--- config.mk ---
export PLATFORM = sky130hd
export DESIGN_NAME = gzip_header_parser_core
export DESIGN_NICKNAME = d
export VERILOG_FILES = /design/src/rtl/gzhp_pkg.sv /design/src/rtl/gzip_header_parser_core.sv
export SDC_FILE = /design/constraint.sdc
export NUM_CORES = 1
export LEC_CHECK = 0
export ABC_CLOCK_PERIOD_IN_PS = 9600
export BUFFER_PORTS_ARGS = -buffer_cell sky130_fd_sc_hd__buf_4
export CORE_ASPECT_RATIO = 1.25
export CORE_MARGIN = 5
export CORE_UTILIZATION = 40
export CTS_CLUSTER_DIAMETER = 80
export DETAILED_ROUTE_END_ITERATION = 10
export PLACE_DENSITY_LB_ADDON = 0.2
export REMOVE_ABC_BUFFERS = 1
export SETUP_SLACK_MARGIN = 0.2
export SLEW_MARGIN = 10
export SYNTH_ARGS = -nofsm -noshare
export SYNTH_HDL_FRONTEND = slang
export SYNTH_SLANG_ARGS = --single-unit
--- constraint.sdc ---
create_clock -name clk -period 9.6 [get_ports clk]
set_clock_uncertainty 0.2 [all_clocks]
set_input_delay 1.44 -clock clk [delete_from_list [all_inputs] [get_ports clk]]
set_output_delay 1.44 -clock clk [all_outputs]
set_load 0.1 [all_outputs]
--- src/rtl/gzhp_pkg.sv ---
package gzhp_pkg;

  // Parser phases, in header order
  typedef enum logic [3:0] {
    PH_IDLE    = 4'd0,
    PH_FIXED   = 4'd1,
    PH_XLEN0   = 4'd2,
    PH_XLEN1   = 4'd3,
    PH_XDATA   = 4'd4,
    PH_NAME    = 4'd5,
    PH_COMMENT = 4'd6,
    PH_HCRC0   = 4'd7,
    PH_HCRC1   = 4'd8,
    PH_DONE    = 4'd9
  } phase_t;

  // Result status codes
  typedef enum logic [2:0] {
    ST_OK         = 3'd0,
    ST_INCOMPLETE = 3'd1,
    ST_BAD_MAGIC  = 3'd2,
    ST_BAD_METHOD = 3'd3,
    ST_BAD_HCRC   = 3'd4
  } status_t;

  // FLG bit positions
  localparam int unsigned FL_HCRC_BIT    = 1;
  localparam int unsigned FL_EXTRA_BIT   = 2;
  localparam int unsigned FL_NAME_BIT    = 3;
  localparam int unsigned FL_COMMENT_BIT = 4;

  localparam logic [7:0]  GZ_ID1         = 8'h1F;
  localparam logic [7:0]  GZ_ID2         = 8'h8B;
  localparam logic [7:0]  GZ_CM_DEFLATE  = 8'h08;
  localparam logic [31:0] CRC32_POLY     = 32'hEDB88320;
  localparam logic [31:0] CRC32_INIT     = 32'hFFFFFFFF;

  localparam int unsigned OFS_BITS   = 24;
  localparam int unsigned TDATA_BITS = 136;

  // Reflected CRC-32 update by one byte
  function automatic logic [31:0] crc32_byte(input logic [31:0] crc, input logic [7:0] b);
    logic [31:0] c;
    c = crc ^ {24'd0, b};
    for (int i = 0; i < 8; i++) begin
      c = c[0] ? ((c >> 1) ^ CRC32_POLY) : (c >> 1);
    end
    return c;
  endfunction

  // First optional section after the given phase whose flag is set
  function automatic phase_t next_section(input phase_t after, input logic [7:0] flags);
    phase_t ph;
    if (after < PH_XLEN0 && flags[FL_EXTRA_BIT]) begin
      ph = PH_XLEN0;
    end else if (after < PH_NAME && flags[FL_NAME_BIT]) begin
      ph = PH_NAME;
    end else if (after < PH_COMMENT && flags[FL_COMMENT_BIT]) begin
      ph = PH_COMMENT;
    end else if (after < PH_HCRC0 && flags[FL_HCRC_BIT]) begin
      ph = PH_HCRC0;
    end else begin
      ph = PH_DONE;
    end
    return ph;
  endfunction

endpackage

--- src/rtl/gzip_header_parser_core.sv ---
// gzip (RFC 1952) header parser. Feed the stream one byte per request on the in_ channel,
// with in_tuser set on the first byte of a header and in_tlast on the final byte of the
// buffer. One result request follows per header not cut off by a new first byte: on
// completion, on a bad magic or method (reported after the tenth byte), on a header CRC16
// mismatch, or as incomplete when the buffer ends early. Bytes arriving with no header
// open are dropped. The block takes one byte every cycle, unless a result is still
// waiting when the next header closes. Each result is registered. The rate is set by the
// byte-wide CRC-32 update, done combinationally in the processing stage. Offsets and
// the header size count from the first byte and saturate at 2^POS_BITS - 1.
module gzip_header_parser_core
  import gzhp_pkg::*;
#(
  parameter int unsigned POS_BITS = 24
) (
  input  logic                  clk,
  input  logic                  rst_n,
  input  logic                  in_tvalid,
  output logic                  in_tready,
  input  logic [7:0]            in_tdata,   // byte_in
  input  logic                  in_tuser,   // first
  input  logic                  in_tlast,   // last
  output logic                  out_tvalid,
  input  logic                  out_tready,
  // flag_bits[7:0], mod_time[39:8], extra_flags[47:40], os_code[55:48],
  // hdr_len[79:56], name_present[80], name_offset[104:81],
  // comment_present[105], comment_offset[129:106], zero pad[135:130]
  output logic [TDATA_BITS-1:0] out_tdata,
  output logic [2:0]            out_tuser   // status
);

  // Input stage
  logic       s_valid_r;
  logic [7:0] s_byte_r;
  logic       s_first_r;
  logic       s_last_r;

  // Parser state
  phase_t              phase_r, phase_nxt;
  logic [POS_BITS-1:0] pos_r, pos_nxt;
  logic [15:0]         xrem_r, xrem_nxt;
  logic [31:0]         crc_r, crc_nxt;
  logic                magic_ok_r, magic_ok_nxt;
  logic                method_bad_r, method_bad_nxt;
  logic [7:0]          flags_r, flags_nxt;
  logic [31:0]         mtime_r, mtime_nxt;
  logic [7:0]          xfl_r, xfl_nxt;
  logic [7:0]          os_r, os_nxt;
  logic [POS_BITS-1:0] name_start_r, name_start_nxt;
  logic [POS_BITS-1:0] cmt_start_r, cmt_start_nxt;
  logic [7:0]          hcrc_lo_r, hcrc_lo_nxt;
  logic [15:0]         crc_snap_r, crc_snap_nxt;

  // Effective state for this byte (first restarts from reset values, phase at PH_FIXED)
  phase_t              ph;
  phase_t              ph_tr;
  logic [POS_BITS-1:0] pos_e;
  logic                emit;
  status_t             status;

  // Result register
  logic                out_valid_r;
  status_t             out_status_r;
  logic [TDATA_BITS-1:0] out_data_r;
  logic [TDATA_BITS-1:0] res_data;
  logic                np, cp;
  logic                out_free, go;

  assign out_free  = !out_valid_r || out_tready;
  assign go        = s_valid_r && (!emit || out_free);
  assign in_tready = !s_valid_r || go;

  // Next-state logic: process the staged byte
  always_comb begin
    logic [31:0] crc_e;
    logic [15:0] xrem_dec;
    phase_t      adv;
    ph             = s_first_r ? PH_FIXED : phase_r;
    pos_e          = s_first_r ? '0 : pos_r;
    crc_e          = s_first_r ? CRC32_INIT : crc_r;
    xrem_nxt       = s_first_r ? 16'd0 : xrem_r;
    magic_ok_nxt   = s_first_r ? 1'b1 : magic_ok_r;
    method_bad_nxt = s_first_r ? 1'b0 : method_bad_r;
    flags_nxt      = s_first_r ? 8'd0 : flags_r;
    mtime_nxt      = s_first_r ? 32'd0 : mtime_r;
    xfl_nxt        = s_first_r ? 8'd0 : xfl_r;
    os_nxt         = s_first_r ? 8'd0 : os_r;
    name_start_nxt = s_first_r ? '0 : name_start_r;
    cmt_start_nxt  = s_first_r ? '0 : cmt_start_r;
    hcrc_lo_nxt    = s_first_r ? 8'd0 : hcrc_lo_r;
    crc_snap_nxt   = s_first_r ? 16'd0 : crc_snap_r;
    ph_tr          = ph;
    emit           = 1'b0;
    status         = ST_OK;
    xrem_dec       = xrem_nxt - 16'd1;
    adv            = next_section(ph, flags_nxt);

    // Advance the position, saturating
    pos_nxt = (pos_e != '1) ? pos_e + POS_BITS'(1) : pos_e;
    crc_nxt = (ph == PH_HCRC0 || ph == PH_HCRC1) ? crc_e : crc32_byte(crc_e, s_byte_r);

    case (ph)
      PH_FIXED: begin
        if (pos_e == POS_BITS'(0) && s_byte_r != GZ_ID1) begin
          magic_ok_nxt = 1'b0;
        end else if (pos_e == POS_BITS'(1) && s_byte_r != GZ_ID2) begin
          magic_ok_nxt = 1'b0;
        end else if (pos_e == POS_BITS'(2)) begin
          method_bad_nxt = (s_byte_r != GZ_CM_DEFLATE);
        end else if (pos_e == POS_BITS'(3)) begin
          flags_nxt = s_byte_r;
        end else if (pos_e == POS_BITS'(4)) begin
          mtime_nxt[7:0] = s_byte_r;
        end else if (pos_e == POS_BITS'(5)) begin
          mtime_nxt[15:8] = s_byte_r;
        end else if (pos_e == POS_BITS'(6)) begin
          mtime_nxt[23:16] = s_byte_r;
        end else if (pos_e == POS_BITS'(7)) begin
          mtime_nxt[31:24] = s_byte_r;
        end else if (pos_e == POS_BITS'(8)) begin
          xfl_nxt = s_byte_r;
        end else if (pos_e == POS_BITS'(9)) begin
          os_nxt = s_byte_r;
          if (!magic_ok_nxt) begin
            emit   = 1'b1;
            status = ST_BAD_MAGIC;
          end else if (method_bad_nxt) begin
            emit   = 1'b1;
            status = ST_BAD_METHOD;
          end else begin
            ph_tr = adv;
          end
        end
      end
      PH_XLEN0: begin
        xrem_nxt = {8'd0, s_byte_r};
        ph_tr    = PH_XLEN1;
      end
      PH_XLEN1: begin
        xrem_nxt = {s_byte_r, xrem_nxt[7:0]};
        ph_tr    = (xrem_nxt == 16'd0) ? next_section(PH_XDATA, flags_nxt) : PH_XDATA;
      end
      PH_XDATA: begin
        xrem_nxt = xrem_dec;
        if (xrem_dec == 16'd0) begin
          ph_tr = next_section(PH_XDATA, flags_nxt);
        end
      end
      PH_NAME: begin
        if (s_byte_r == 8'd0) begin
          ph_tr = next_section(PH_NAME, flags_nxt);
        end
      end
      PH_COMMENT: begin
        if (s_byte_r == 8'd0) begin
          ph_tr = next_section(PH_COMMENT, flags_nxt);
        end
      end
      PH_HCRC0: begin
        hcrc_lo_nxt = s_byte_r;
        ph_tr       = PH_HCRC1;
      end
      PH_HCRC1: begin
        emit   = 1'b1;
        status = ({s_byte_r, hcrc_lo_nxt} == crc_snap_nxt) ? ST_OK : ST_BAD_HCRC;
      end
      default: begin
        ph_tr = PH_IDLE;
      end
    endcase

    // Record section starts, and the CRC snapshot for the header CRC, on entry
    if (ph_tr != ph) begin
      if (ph_tr == PH_NAME) begin
        name_start_nxt = pos_nxt;
      end else if (ph_tr == PH_COMMENT) begin
        cmt_start_nxt = pos_nxt;
      end else if (ph_tr == PH_HCRC0) begin
        crc_snap_nxt = ~crc_nxt[15:0];
      end
    end

    // Close the header on completion, or on the last byte of the buffer
    if (!emit && ph != PH_IDLE) begin
      if (ph_tr == PH_DONE) begin
        emit   = 1'b1;
        status = ST_OK;
      end else if (s_last_r) begin
        emit   = 1'b1;
        status = ST_INCOMPLETE;
      end
    end

    phase_nxt = emit ? PH_IDLE : ph_tr;
  end

  // Output logic: assemble the result from the updated state
  always_comb begin
    np = flags_nxt[FL_NAME_BIT] && (ph_tr > PH_NAME);
    cp = flags_nxt[FL_COMMENT_BIT] && (ph_tr > PH_COMMENT);
    res_data = '0;
    res_data[7:0]     = flags_nxt;
    res_data[39:8]    = mtime_nxt;
    res_data[47:40]   = xfl_nxt;
    res_data[55:48]   = os_nxt;
    res_data[79:56]   = (status == ST_OK) ? OFS_BITS'(pos_nxt) : '0;
    res_data[80]      = np;
    res_data[104:81]  = np ? OFS_BITS'(name_start_nxt) : '0;
    res_data[105]     = cp;
    res_data[129:106] = cp ? OFS_BITS'(cmt_start_nxt) : '0;
  end

  // Input stage: hold the byte until the processing stage takes it
  always_ff @(posedge clk) begin
    if (!rst_n) begin
      s_valid_r <= 1'b0;
    end else if (in_tvalid && in_tready) begin
      s_valid_r <= 1'b1;
    end else if (go) begin
      s_valid_r <= 1'b0;
    end
    if (in_tvalid && in_tready) begin
      s_byte_r  <= in_tdata;
      s_first_r <= in_tuser;
      s_last_r  <= in_tlast;
    end
  end

  // Parser state: advance when the staged byte is processed
  always_ff @(posedge clk) begin
    if (!rst_n) begin
      phase_r      <= PH_IDLE;
      pos_r        <= '0;
      xrem_r       <= 16'd0;
      crc_r        <= CRC32_INIT;
      magic_ok_r   <= 1'b1;
      method_bad_r <= 1'b0;
      flags_r      <= 8'd0;
      mtime_r      <= 32'd0;
      xfl_r        <= 8'd0;
      os_r         <= 8'd0;
      name_start_r <= '0;
      cmt_start_r  <= '0;
      hcrc_lo_r    <= 8'd0;
      crc_snap_r   <= 16'd0;
    end else if (go && (s_first_r || phase_r != PH_IDLE)) begin
      phase_r      <= phase_nxt;
      pos_r        <= pos_nxt;
      xrem_r       <= xrem_nxt;
      crc_r        <= crc_nxt;
      magic_ok_r   <= magic_ok_nxt;
      method_bad_r <= method_bad_nxt;
      flags_r      <= flags_nxt;
      mtime_r      <= mtime_nxt;
      xfl_r        <= xfl_nxt;
      os_r         <= os_nxt;
      name_start_r <= name_start_nxt;
      cmt_start_r  <= cmt_start_nxt;
      hcrc_lo_r    <= hcrc_lo_nxt;
      crc_snap_r   <= crc_snap_nxt;
    end
  end

  // Result register: load on emit, drop when taken
  always_ff @(posedge clk) begin
    if (!rst_n) begin
      out_valid_r <= 1'b0;
    end else if (go && emit) begin
      out_valid_r <= 1'b1;
    end else if (out_tready) begin
      out_valid_r <= 1'b0;
    end
    if (go && emit) begin
      out_status_r <= status;
      out_data_r   <= res_data;
    end
  end

  assign out_tvalid = out_valid_r;
  assign out_tdata  = out_data_r;
  assign out_tuser  = out_status_r;

endmodule

**Yosys cells after proc, flatten, opt, wreduce, memory -nomap -nowiden**

Index checks and enable logic that the tools add are counted.

- Output and inout bits: 141
- Word-level logic and storage cells: 242
- Flip-flop bits (word level): 351
- Input bits: 14

- Order comparisons: 6
- Multiplexer cells: 142
- Add/sub/neg operators: 2
- Equality and inequality tests: 27
- Bitwise operators: 10
- Reductions and logical operators: 31

Operator list:

| cell | count |
|---|---|
| $mux W32 | 16 |
| $mux W8 | 36 |
| $mux W24 | 10 |
| $mux W16 | 7 |
| $not A13 Y14 | 8 |
| $mux W4 | 25 |
| $eq A24 B3 Y1 const B | 4 |
| $eq A24 B2 Y1 const B | 2 |
| $eq A24 B4 Y1 const B | 2 |
| $pmux W16 S3 | 1 |
| $logic_not A16 Y1 | 2 |
| $pmux W4 S8 | 1 |
| $xor A32 B8 Y32 | 1 |
| $eq A4 B3 Y1 const B | 7 |
| $mux W1 | 28 |
| $add A24 B1 Y24 const B | 1 |
| $eq A24 B1 Y1 const B | 1 |
| $logic_not A24 Y1 | 1 |
| $mux W2 | 12 |
| $ne A24 B24 Y1 const B | 1 |
| $eq A16 B16 Y1 | 1 |
| $not A16 Y16 | 1 |
| $sub A16 B1 Y16 const B | 1 |
| $logic_and A1 B1 Y1 | 13 |
| other kinds (19) | 36 |

**Depth between registers and ports, before layout**

Gate-level depths: netlist of the first run.

- Depth after elaboration: 29
- Gate-level depth with buffers: 23
- Mapped depth without buffers: 14

**Worst setup path before layout of the first run**

OpenSTA, ideal clock, no wires.

- Path kind: register -> register
- From: register s_first_r
- To: register out_data_r[0] (netlist: out_tdata[0]), enable pin
- Slack: -0.767 ns
- Arrival: 9.540 ns
- Path buffers: 7
- Required time: 8.773 ns
- Cell stages (with the launch flop): 20
- Clock period less this slack: 10.367 ns
- Setup time: 0.627 ns
- Cell sequence: edfxtp_1 > clkbuf_1 > inv_1 > clkbuf_1 > clkbuf_1 > clkbuf_1 > buf_1 > clkbuf_1 > nand2_1 > ha_1 > or3b_2 > o31a_1 > nor4_1 > nand4_1 > nor4_4 > a21o_1 > buf_6 > a41o_1 > nand2_1 > nor2_1

- Longest elaborated chain between the ends: 27
- Elaborated cells between the ends (all ways): 85
- Classes of those cells: add/sub: 1; order compare: 4; eq/ne: 18; mux: 46; reduce/logical: 16

RTL lines:

| item | line | text |
|---|---|---|
| start: declaration | gzip_header_parser_core.sv:34 | `logic s_first_r;` |
| start signal: assignment | gzip_header_parser_core.sv:223 | `s_first_r <= in_tuser;` |
| $mux W4 | gzip_header_parser_core.sv:77 | `ph = s_first_r ? PH_FIXED : phase_r;` |
| $lt A4 B3 Y1 | gzhp_pkg.sv:60 | `end else if (after < PH_HCRC0 && flags[FL_HCRC_BIT]) begin` |
| $logic_and A1 B1 Y1 | gzhp_pkg.sv:60 |  |
| $mux W4 | gzhp_pkg.sv:60 |  |
| $mux W4 | gzhp_pkg.sv:58 | `end else if (after < PH_COMMENT && flags[FL_COMMENT_BIT]) begin` |
| $mux W4 | gzhp_pkg.sv:56 | `end else if (after < PH_NAME && flags[FL_NAME_BIT]) begin` |
| $mux W4 | gzhp_pkg.sv:54 | `if (after < PH_XLEN0 && flags[FL_EXTRA_BIT]) begin` |
| $mux W4 | gzip_header_parser_core.sv:126 | `end else if (method_bad_nxt) begin` |
| (+11 left out) | n/a |  |
| $pmux W4 S8 | gzip_header_parser_core.sv:101 | `case (ph)` |
| $eq A4 B4 Y1 | gzip_header_parser_core.sv:184 | `if (ph_tr == PH_DONE) begin` |
| $mux W1 | gzip_header_parser_core.sv:184 |  |
| $mux W1 * | gzip_header_parser_core.sv:183 | `if (!emit && ph != PH_IDLE) begin` |
| $logic_not A1 Y1 | gzip_header_parser_core.sv:69 | `assign go = s_valid_r && (!emit \|\| out_free);` |
| $logic_or A1 B1 Y1 | gzip_header_parser_core.sv:69 |  |
| $logic_and A1 B1 Y1 | gzip_header_parser_core.sv:69 |  |
| $logic_and A1 B1 Y1 * | gzip_header_parser_core.sv:272 | `if (go && emit) begin` |
| end signal: assignment | gzip_header_parser_core.sv:274 | `out_data_r <= res_data;` |
| end: declaration | gzip_header_parser_core.sv:63 | `logic [TDATA_BITS-1:0] out_data_r;` |

Mark *: on every way between the ends. The rest lies on a longest branch, timed or not.
A chain may end at the register's enable or synchronous reset.

**Worst setup path after layout of the first run**

- From: register s_first_r
- To: output port in_tready

- Longest elaborated chain between the ends: 27
- Elaborated cells between the ends (all ways): 85
- Classes of those cells: add/sub: 1; order compare: 4; eq/ne: 18; mux: 46; reduce/logical: 16

RTL lines:

| item | line | text |
|---|---|---|
| $mux W4 | gzip_header_parser_core.sv:77 |  |
| $lt A4 B3 Y1 | gzhp_pkg.sv:60 |  |
| $logic_and A1 B1 Y1 | gzhp_pkg.sv:60 |  |
| $mux W4 | gzhp_pkg.sv:60 |  |
| $mux W4 | gzhp_pkg.sv:58 |  |
| $mux W4 | gzhp_pkg.sv:56 |  |
| $mux W4 | gzhp_pkg.sv:54 |  |
| $mux W4 | gzip_header_parser_core.sv:126 |  |
| (+11 left out) | n/a |  |
| $pmux W4 S8 | gzip_header_parser_core.sv:101 |  |
| $eq A4 B4 Y1 | gzip_header_parser_core.sv:184 |  |
| $mux W1 | gzip_header_parser_core.sv:184 |  |
| $mux W1 * | gzip_header_parser_core.sv:183 |  |
| $logic_not A1 Y1 * | gzip_header_parser_core.sv:69 |  |
| $logic_or A1 B1 Y1 * | gzip_header_parser_core.sv:69 |  |
| $logic_and A1 B1 Y1 * | gzip_header_parser_core.sv:69 |  |
| $logic_or A1 B1 Y1 * | gzip_header_parser_core.sv:70 | `assign in_tready = !s_valid_r \|\| go;` |
| end: declaration | gzip_header_parser_core.sv:18 | `output logic in_tready,` |

Marks and branches as above.

==> results of run 1 <==
[worst min-delay path, delay by kind of cell, from the launching register on]
kind             cells  cell delay (ns)
AND/OR/NAND/NOR      1             0.05
flip-flops           1             0.31
AO/OA/AOI/OAI        1             0.05
[sequential cells by signal, indices dropped and copies added (netlist names), 8 cells and up]
signal / cells
crc_r: 32
pos_r: 24
name_start_r: 24
mtime_r: 32
hcrc_lo_r: 8
flags_r: 8
s_byte_r: 8
os_r: 8
xfl_r: 8
out_tdata: 130
cmt_start_r: 24
crc_snap_r: 16
xrem_r: 16
[how the worst max path moves through the flow]
| stage | startpoint | to | slack (ns) | cells after the start |
|---|---|---|---|---|
| final | s_first_r | in_tready | 2.54 | 13 |
| after detailed placement | s_first_r | in_tready | 3.08 | 13 |
| after global routing | s_first_r | in_tready | 2.16 | 13 |
| after global placement | s_first_r | in_tready | 3.17 | 13 |
| after floorplan | s_first_r | out_tdata[0] | -4.46 | 11 |
| after CTS | s_first_r | in_tready | 2.50 | 13 |
[placed cells by master, fill, tap and decap left out, drive strengths merged, types with 32 or more instances in the layout]
cell and n:
a21oi 146, a22o 52, buf 180, clkbuf 49, dfxtp 208, edfxtp 143
inv 32, nand2 317, nand3 96, nor2 190, nor3 67, o21ai 80
xnor2 70, xor2 35
[kinds of logic (layout without fill, tap and decap cells)]
kind of cell             after synthesis  in the layout
adder cells (fa/ha/maj)                7              7
multiplexers                           8              8
AND/OR/NAND/NOR                      779            779
buffers and inverters                185            280
other                                  1              6
XOR/XNOR                             105            105
AO/OA/AOI/OAI                        442            442
flip-flops                           351            351
[layout make-up]
class                           instances  area [um2]  share of cell area, %
Clock buffer                           49        1070                   5.48
Clock inverter                         20         241                   1.23
Inverter                               31         120                  0.614
Multi-Input combinational cell       1347        7630                   39.0
Sequential cell                       351        8460                   43.2
Tap cell                              559         699                   3.57
Timing Repair Buffer                  180        1350                   6.90
[routing by layer]
layer  GRT usage (%)  vias up
met4            5.45        0
met1            26.3     6677
met5               0        -
met3            2.89       80
li1                -     6792
met2            36.3      418
[power groups by stage]
stage,sequential [mW],clock [mW],combinational (mW)
floorplan,1.70,0,0.212
CTS,1.60,1.58,0.400
finish,1.60,1.54,0.397
detailed placement,1.63,0,0.397
global route,1.60,1.64,0.426
global placement,1.63,0,0.395
[stage by stage]
stage	TNS [ns]	std cells	instance area [um2]
finish	0	2537	19600
detailed placement	0	2468	18300
CTS	0	2537	19600
global route	0	2537	19600
floorplan	-804.08	1729	16100
global placement	0	2468	18300
==> qor.yml, run 1 <==
required_ns: 7.96
maxSlewViolCount: 0
rows: 84
power_mw: 3.54
wl_met3_mm: 2.54
synth.area.top_cells: "edfxtp_1, dfxtp_1, nand2_1, a21oi_1, nor2_1"
die_h_um: 239
drt-total-wl_mm: 49.1
path_class: "reg2out"
worst_hold_slack_ns: 0.254
hold_buffers: 0
outcome: "finished clean"
preCtsSetupSlack_ns: 3.08
grt_pass1_vias: 13373
p_switching_mw: 0.922
portBuffers: 148
hold_path_end: "mtime_r[24]"
cts_tree: "yes"
min_from: "mtime_r[24]"
cpMostUsedCell: "nand2_1"
syn_inst: 1878
cpLargestDelayFamily: "simple AND/OR/NAND/NOR gates"
slew_headroom_pct: 24.8
cts_root_buf: "clkbuf_16"
dp_hpwl_mm: 31.8
first_iter_violations: 1204
maxUsedRoutingLayer: "met4"
met1_length_mm: 20.7
first_pass_iters: 5
yosysWarnings: 0
path_cells: "inv_4 -> nand2_1 -> ha_1 -> or4b_2 -> nor4_4 -> a31o_2 -> a21oi_1 -> a21bo_2 -> a41o_1 -> nand2_1 -> nor2_1 -> inv_1 -> buf_4"
reg2regPathDepth: 12
synth_edf_count: 143
cellPowerDensity_nw_per_um2: 181
diodes: 0
worst_slack_ns: 2.54
drv_cap: 0
rsz0062_at_grt: "false"
synth_compound_area_share_pct: 17.5
cts_resized: 0
wl_met2_mm: 24.7
hold_viol_final: 0
fillers: 4065
cpPeakStageDelay_ns: 0.98
clkTransAtPathRegs_ns: 0.06
cp_num_buf_inv: 3
min_path_type: "reg2reg"
postRouteAntennaNets: 0
yosys.cell_types.count: 82
r2r_slack_ns: 3.42
wl_per_cell_um: 19.3
synth_commonest_cells: "nand2_1, dfxtp_1, nor2_1, a21oi_1, edfxtp_1"
cts_max_path_buffers: 3
setup_viol: 0
seq_area_frac_synth_pct: 50.4
p_sw_share_pct: 26.1
final_util_pct: 46.8
clock.fmax_mhz: 142
ctsHtreeMaxLevel: 2
syn_area_um2: 16800
num_io_pins: 155
cts_buffers: 38
post_cts.repair.setup_buffers: 0
grt_overflow: 0
grt_pass1_wl_mm: 77.0
cts_sinks: 351
via_per_inst: 5.51
synthSimpleGateAreaFrac_pct: 20.9
synthAdderAreaFrac_pct: 0.522
post-route-period-util_pct: 73.6
arrival_ns: 5.42
period_minus_slack_ns: 7.06
syn2layout_area_growth_pct: 16.6
power_frac_seq_pct: 45.2
avgSynthCellArea_um2: 8.94
synth-main-ff-cell: "dfxtp_1"
die_area_um2: 46200
rr_endpoint: "out_tdata[120]"
ir_drop_mv: 0.149
synthMuxAreaShare_pct: 0.514
p_int_mw: 2.61
crit_fanout: 65
core_um2: 41800
power_frac_clock_pct: 43.6
yosysMostFrequentCell: "nand2_1"
antenna_found_initial: 0
nNetsFinal: 1970
vias: 13967
worst_slew_pin_slew_ns: 1.12
crit_path_start_kind: "register"
yosysTopAreaCellShare_pct: 25.6
crit_path_end_kind: "output pin"
crit_slowest_cell: "nor4_4"
gp_congestion: 0.911
reg2reg_from: "s_first_r"
synth_seq_cells: 351
combPwrFrac_pct: 11.2
start_util_pct: 40.1
die_w_um: 193
grt_usage_pct: 20.4
yosysTopAreaCell: "edfxtp_1"
grt_max_degree: 96
synth_top_family_by_area: "simple AND/OR/NAND/NOR gates"
clk_latency_ns: 0.54
async_flop_share_pct: 0
min_path_cells: 2
p_leak_nw: 6.93
synth_xor_xnor_area_share_pct: 5.48
drive_above_1_share_pct: 15.0
drc: 0
Power figures use the tool's default switching activity.
==> run 2: changes to the inputs <==
--- a/config.mk
+++ b/config.mk
@@ -5,7 +5,8 @@
 export SDC_FILE = /design/constraint.sdc
 export NUM_CORES = 1
 export LEC_CHECK = 0
-export ABC_CLOCK_PERIOD_IN_PS = 9600
+export ABC_AREA = 1
+export ABC_CLOCK_PERIOD_IN_PS = 7200
 export BUFFER_PORTS_ARGS = -buffer_cell sky130_fd_sc_hd__buf_4
 export CORE_ASPECT_RATIO = 1.25
 export CORE_MARGIN = 5
==> constraint.sdc (replaced) <==
create_clock -name clk -period 7.2 [get_ports clk]
set_clock_uncertainty 0.2 [all_clocks]
set_input_delay 1.08 -clock clk [delete_from_list [all_inputs] [get_ports clk]]
set_output_delay 1.08 -clock clk [all_outputs]
set_load 0.1 [all_outputs]
==> run 2 against run 1 <==
- first-iteration DRC count increased by 17%
- utilization decreased by 1.7 points
- register-to-register slack worse by 2.2 ns
- synthesized cell count up 63%
- via count up 39%
- sequential cell count did not move
- sequential power rose by 39%
- cell count grew 50%
- total power increased by 49%
- wire length rose by 29%
- final area rose by 19%
- critical path type unchanged
- largest cell class is now multi-input gates
- largest power group unchanged
- highest routed layer unchanged
==> qor.yml, run 2 <==
worst_slew_pin_slew_ns: 1.14
first_pass_iters: 5
fillers: 5328
placed_cell_area_um2: 22000
yosysTopAreaCell: "edfxtp_1"
ctsHtreeMaxLevel: 2
cts_resized: 0
drive_above_1_share_pct: 10.7
maxUsedRoutingLayer: "met4"
drv_cap: 0
seq_area_frac_synth_pct: 40.7
drt-total-wl_mm: 63.2
synth_commonest_cells: "nand2_1, nor2_1, inv_1, dfxtp_1, nand3_1"
clk_latency_ns: 0.57
min_path_cells: 2
power_mw: 5.27
path_class: "reg2out"
cts_max_path_buffers: 3
most-common-layout-cells: "nand2_1, nor2_1, inv_1"
die_w_um: 214
hold_buffers: 0
min_from: "crc_r[14]"
gp_congestion: 0.897
post_cts.repair.setup_buffers: 0
cts_root_buf: "clkbuf_16"
nNetsFinal: 3127
synth.area.top_cells: "edfxtp_1, dfxtp_1, nand2_1, nor2_1, inv_1"
avgSynthCellArea_um2: 6.78
via_per_inst: 5.10
grt_pass1_vias: 18680
die_h_um: 265
drc: 0
start_util_pct: 40.3
cts_tree: "yes"
num_io_pins: 155
rsz0062_at_grt: "false"
cts_buffers: 39
layout_commonest_cell: "nand2_1"
final_util_pct: 45.1
core_um2: 51500
first_iter_violations: 1405
clkTransAtPathRegs_ns: 0.06
yosysMostFrequentCell: "nand2_1"
yosysWarnings: 0
crit_fanout: 59
p_leak_nw: 11.1
wl_per_cell_um: 16.6
worst_slack_ns: 1.14
wl_met3_mm: 3.26
hold_viol_final: 0
postRouteAntennaNets: 0
arrival_ns: 4.78
setup_tns_ns: 0
dp_hpwl_mm: 41.5
clock.fmax_mhz: 165
grt_overflow: 0
rows: 93
maxSlewViolCount: 0
wl_met2_mm: 32.1
syn_inst: 3065
synth-main-ff-cell: "dfxtp_1"
vias: 19389
diodes: 0
post-route-period-util_pct: 84.2
cellPowerDensity_nw_per_um2: 227
cts_sinks: 351
setup_viol: 0
stdcell_area_um2: 23200
grt_max_degree: 142
crit_start: "s_first_r"
syn_area_um2: 20800
period_minus_slack_ns: 6.06
portBuffers: 148
required_ns: 5.92
grt_pass1_wl_mm: 99.8
reg2regPathDepth: 21
reg2reg_from: "s_first_r"
antenna_found_initial: 0
synth_seq_cells: 351
crit_path_end_kind: "output pin"
outcome: "finished clean"
met1_length_mm: 25.8
die_area_um2: 56600
yosys.cell_types.count: 54
grt_usage_pct: 21.8
ir_drop_mv: 0.173
synth_edf_count: 143
yosysTopAreaCellShare_pct: 20.7
crit_path_start_kind: "register"
preCtsSetupSlack_ns: 1.28
async_flop_share_pct: 0
slew_headroom_pct: 24.0
syn2layout_area_growth_pct: 11.8
min_path_type: "reg2reg"
largest_reg_flops: 130
run 2: changes by cell type after synthesis, sizes merged, moves of 50 or more:
cell,previous run,this run
nand4,10,96
nand2,317,871
inv,31,388
nor2,190,582
buf,49,103
a22o,52,0
o21ai,80,130
a21oi,146,73
nand3,96,197
run 2: kinds of logic after synthesis:
kind of cell             share of synthesized area [%]
AND/OR/NAND/NOR                                   36.1
buffers and inverters                             11.9
flip-flops                                        40.7
AO/OA/AOI/OAI                                     6.96
XOR/XNOR                                          3.97
adder cells (fa/ha/maj)                          0.421
other                                           0.0180
run 2: through the flow:
step	hold slack [ns]	instances
2_1_floorplan	0.221	2896
3_3_place_gp	0.231	3730
5_1_grt	0.270	3800
4_1_cts	0.254	3800
3_5_place_dp	0.239	3730
6_report	0.250	3800
run 2: area by class of cell:
type	count	area (um2)	area share [%]
tap	665	832	3.58
inverter	392	1480	6.37
sequential	351	8460	36.4
clock inverter	28	245	1.06
timing repair buffer	169	1340	5.75
clock buffer	42	997	4.29
multi-input combinational	2153	9880	42.5
run 2: path summary, 6_finish.rpt:
kind                          to  slack, ns
hold / removal         crc_r[14]       0.25
setup reg to reg  out_tdata[110]       1.23
setup / recovery       in_tready       1.14
hold reg to reg        crc_r[14]       0.25
run 2: per-layer routing:
metal / track usage (%) / vias up
li1: - / 9698
met1: 26.4 / 8992
met2: 39.7 / 585
met3: 2.65 / 114
met4: 7.14 / 0
met5: 0 / -
run 2: worst max-delay path, cell delays in order (launching register included):
cell	delay, ns
edfxtp_1	0.46
inv_4	0.58
nand2_2	0.28
nor2_1	0.22
nand2_1	0.32
inv_2	0.22
nor2_1	0.07
buf_4	0.25
inv_2	0.53
a21oi_1	0.06
o21ai_0	0.13
nor2_1	0.08
a21oi_1	0.22
nand3_2	0.10
nand3_2	0.14
nand3_1	0.20
buf_4	0.36
run 2: power breakdown:
group / leakage (nW) / internal, mW / switching, mW
combinational: 7.44 / 0.294 / 0.776
sequential: 3.09 / 2.17 / 0.0542
clock: 0.592 / 1.12 / 0.857
==> run 3: changes to the inputs <==
--- a/config.mk
+++ b/config.mk
@@ -5,8 +5,8 @@
 export SDC_FILE = /design/constraint.sdc
 export NUM_CORES = 1
 export LEC_CHECK = 0
-export ABC_AREA = 1
-export ABC_CLOCK_PERIOD_IN_PS = 7200
+export ABC_AREA = 0
+export ABC_CLOCK_PERIOD_IN_PS = 5800
 export BUFFER_PORTS_ARGS = -buffer_cell sky130_fd_sc_hd__buf_4
 export CORE_ASPECT_RATIO = 1.25
 export CORE_MARGIN = 5
==> constraint.sdc (replaced) <==
create_clock -name clk -period 5.8 [get_ports clk]
set_clock_uncertainty 0.2 [all_clocks]
set_input_delay 0.87 -clock clk [delete_from_list [all_inputs] [get_ports clk]]
set_output_delay 0.87 -clock clk [all_outputs]
set_load 0.1 [all_outputs]
==> run 3 against run 2 <==
- hold slack gained 0.0042 ns
- non-clock buffer count grew 29
- highest routed layer unchanged
- largest power group unchanged
- first-iteration DRC count decreased by 10%
- total power is 5.9% higher
- final area down 15%
- global-route usage fell by 1.2 points
- via count decreased by 26%
==> qor.yml, run 3 (synthesis gave the netlist of run 1 again) <==
period_minus_slack_ns: 5.32
via_per_inst: 5.59
diodes: 0
arrival_ns: 4.25
grt_pass1_vias: 13790
power_mw: 5.58
clkTransAtPathRegs_ns: 0.06
first_pass_iters: 8
met1_usage_pct: 25.9
post-route-period-util_pct: 91.7
ir_drop_mv: 0.236
worst_slew_pin_slew_ns: 1.05
gp_congestion: 0.939
min_path_type: "reg2reg"
maxSlewViolCount: 0
hold_buffers: 0
die_h_um: 239
rows: 84
drive_above_1_share_pct: 15.6
drt-total-wl_mm: 49.6
path_class: "reg2out"
vias: 14293
antenna_found_initial: 0
min_path_cells: 2
p_leak_nw: 6.97
r2r_slack_ns: 0.80
grt_max_degree: 86
grt_usage_pct: 20.6
hold_path_end: "mtime_r[31]"
portBuffers: 148
slew_headroom_pct: 29.6
wl_per_cell_um: 19.4
clock.fmax_mhz: 188
rr_endpoint: "out_tdata[88]"
num_io_pins: 155
worst_slack_ns: 0.482
min_from: "mtime_r[31]"
grt_pass1_wl_mm: 77.9
syn2layout_area_growth_pct: 17.0
drc: 0
hold_viol_final: 0
fillers: 4059
outcome: "finished clean"
largest_reg_flops: 130
layout_commonest_cell: "nand2_1"
setup_viol: 0
setup_tns_ns: 0
preCtsSetupSlack_ns: 0.569
rsz0062_at_grt: "false"
cts_sinks: 351
drv_cap: 0
crit_path_start_kind: "register"
die_area_um2: 46200
cts_buffers: 38
grt-busiest-layer: "met2"
final_util_pct: 46.9
use_met2_pct: 36.5
dp_hpwl_mm: 33.3
crit_path_end_kind: "output pin"
postRouteAntennaNets: 0
cellPowerDensity_nw_per_um2: 284
required_ns: 4.73
reg2reg_from: "s_first_r"
crit_start: "s_first_r"
ctsHtreeMaxLevel: 2
most-common-layout-cells: "nand2_1, dfxtp_1, buf_4"
start_util_pct: 40.1
cts_tree: "yes"
reg2regPathDepth: 14
nNetsFinal: 1988
first_iter_violations: 1258
clk_latency_ns: 0.54
grt_overflow: 0
core_um2: 41800
crit_fanout: 5
use_met3_pct: 3.45
die_w_um: 193
cts_root_buf: "clkbuf_16"
cts_max_path_buffers: 3
==> run 3: cell types whose count changed in the layout (fill, tap and decap cells not counted), moves of 70 or more <==
cell,previous run,this run
a21oi_1,73,143
inv_1,348,29
nand2_1,862,315
nand3_1,190,96
nand4_1,95,10
nor2_1,566,186
==> run 3: per-layer routing <==
metal  up-vias  share of wire [%]
met1      6899                 41
met2       470                 51
met4         0                2.6
met3        88                5.4
met5         -                  0
li1       6836                  -
==> run 3: timing repair <==
item | 4_1_cts | 5_1_grt
gates resized for setup | 4 | 5
pin swaps | 0 | 4
setup buffers | 1 | 3
endpoints found under the setup margin | 1 | 1
==> run 3: cell type report <==
cell class                 count  area (um2)  area share, %
clock buffer                  45         977           4.98
clock inverter                25         179          0.911
inverter                      31         120          0.612
multi-input combinational   1347        7640           38.9
sequential                   351        8460           43.1
tap                          559         699           3.56
timing repair buffer         198        1560           7.96
==> run 3: stage by stage <==
step / hold slack (ns) / instance area, um2 / cells
finish: 0.254 / 19600 / 2556
global route: 0.273 / 19600 / 2556
global placement: 0.242 / 18400 / 2482
CTS: 0.255 / 19600 / 2553
floorplan: 0.232 / 16100 / 1729
detailed placement: 0.247 / 18400 / 2482
==> run 3: power by group <==
part           internal, mW  switching, mW
clock network          1.26           1.02
logic                 0.191          0.462
registers              2.61         0.0385
total                  4.06           1.52
==> run 3: worst max path at each step <==
stage,to
after floorplan,out_tdata[0]
after global placement,in_tready
after detailed placement,in_tready
after CTS,in_tready
after global routing,in_tready
final,in_tready
==> run 3: worst max-delay path, stage by stage (launching register included) <==
cell and delay (ns):
edfxtp_1 0.47, inv_4 0.07, nand2_1 0.14, ha_1 0.19, or3b_2 0.50, o31a_1 0.27
nor4_1 0.29, nand4_1 0.22, nor4_4 0.47, a21bo_2 0.27, a41o_1 0.26, nand2_2 0.13
nor2_4 0.18, inv_1 0.07, buf_6 0.18
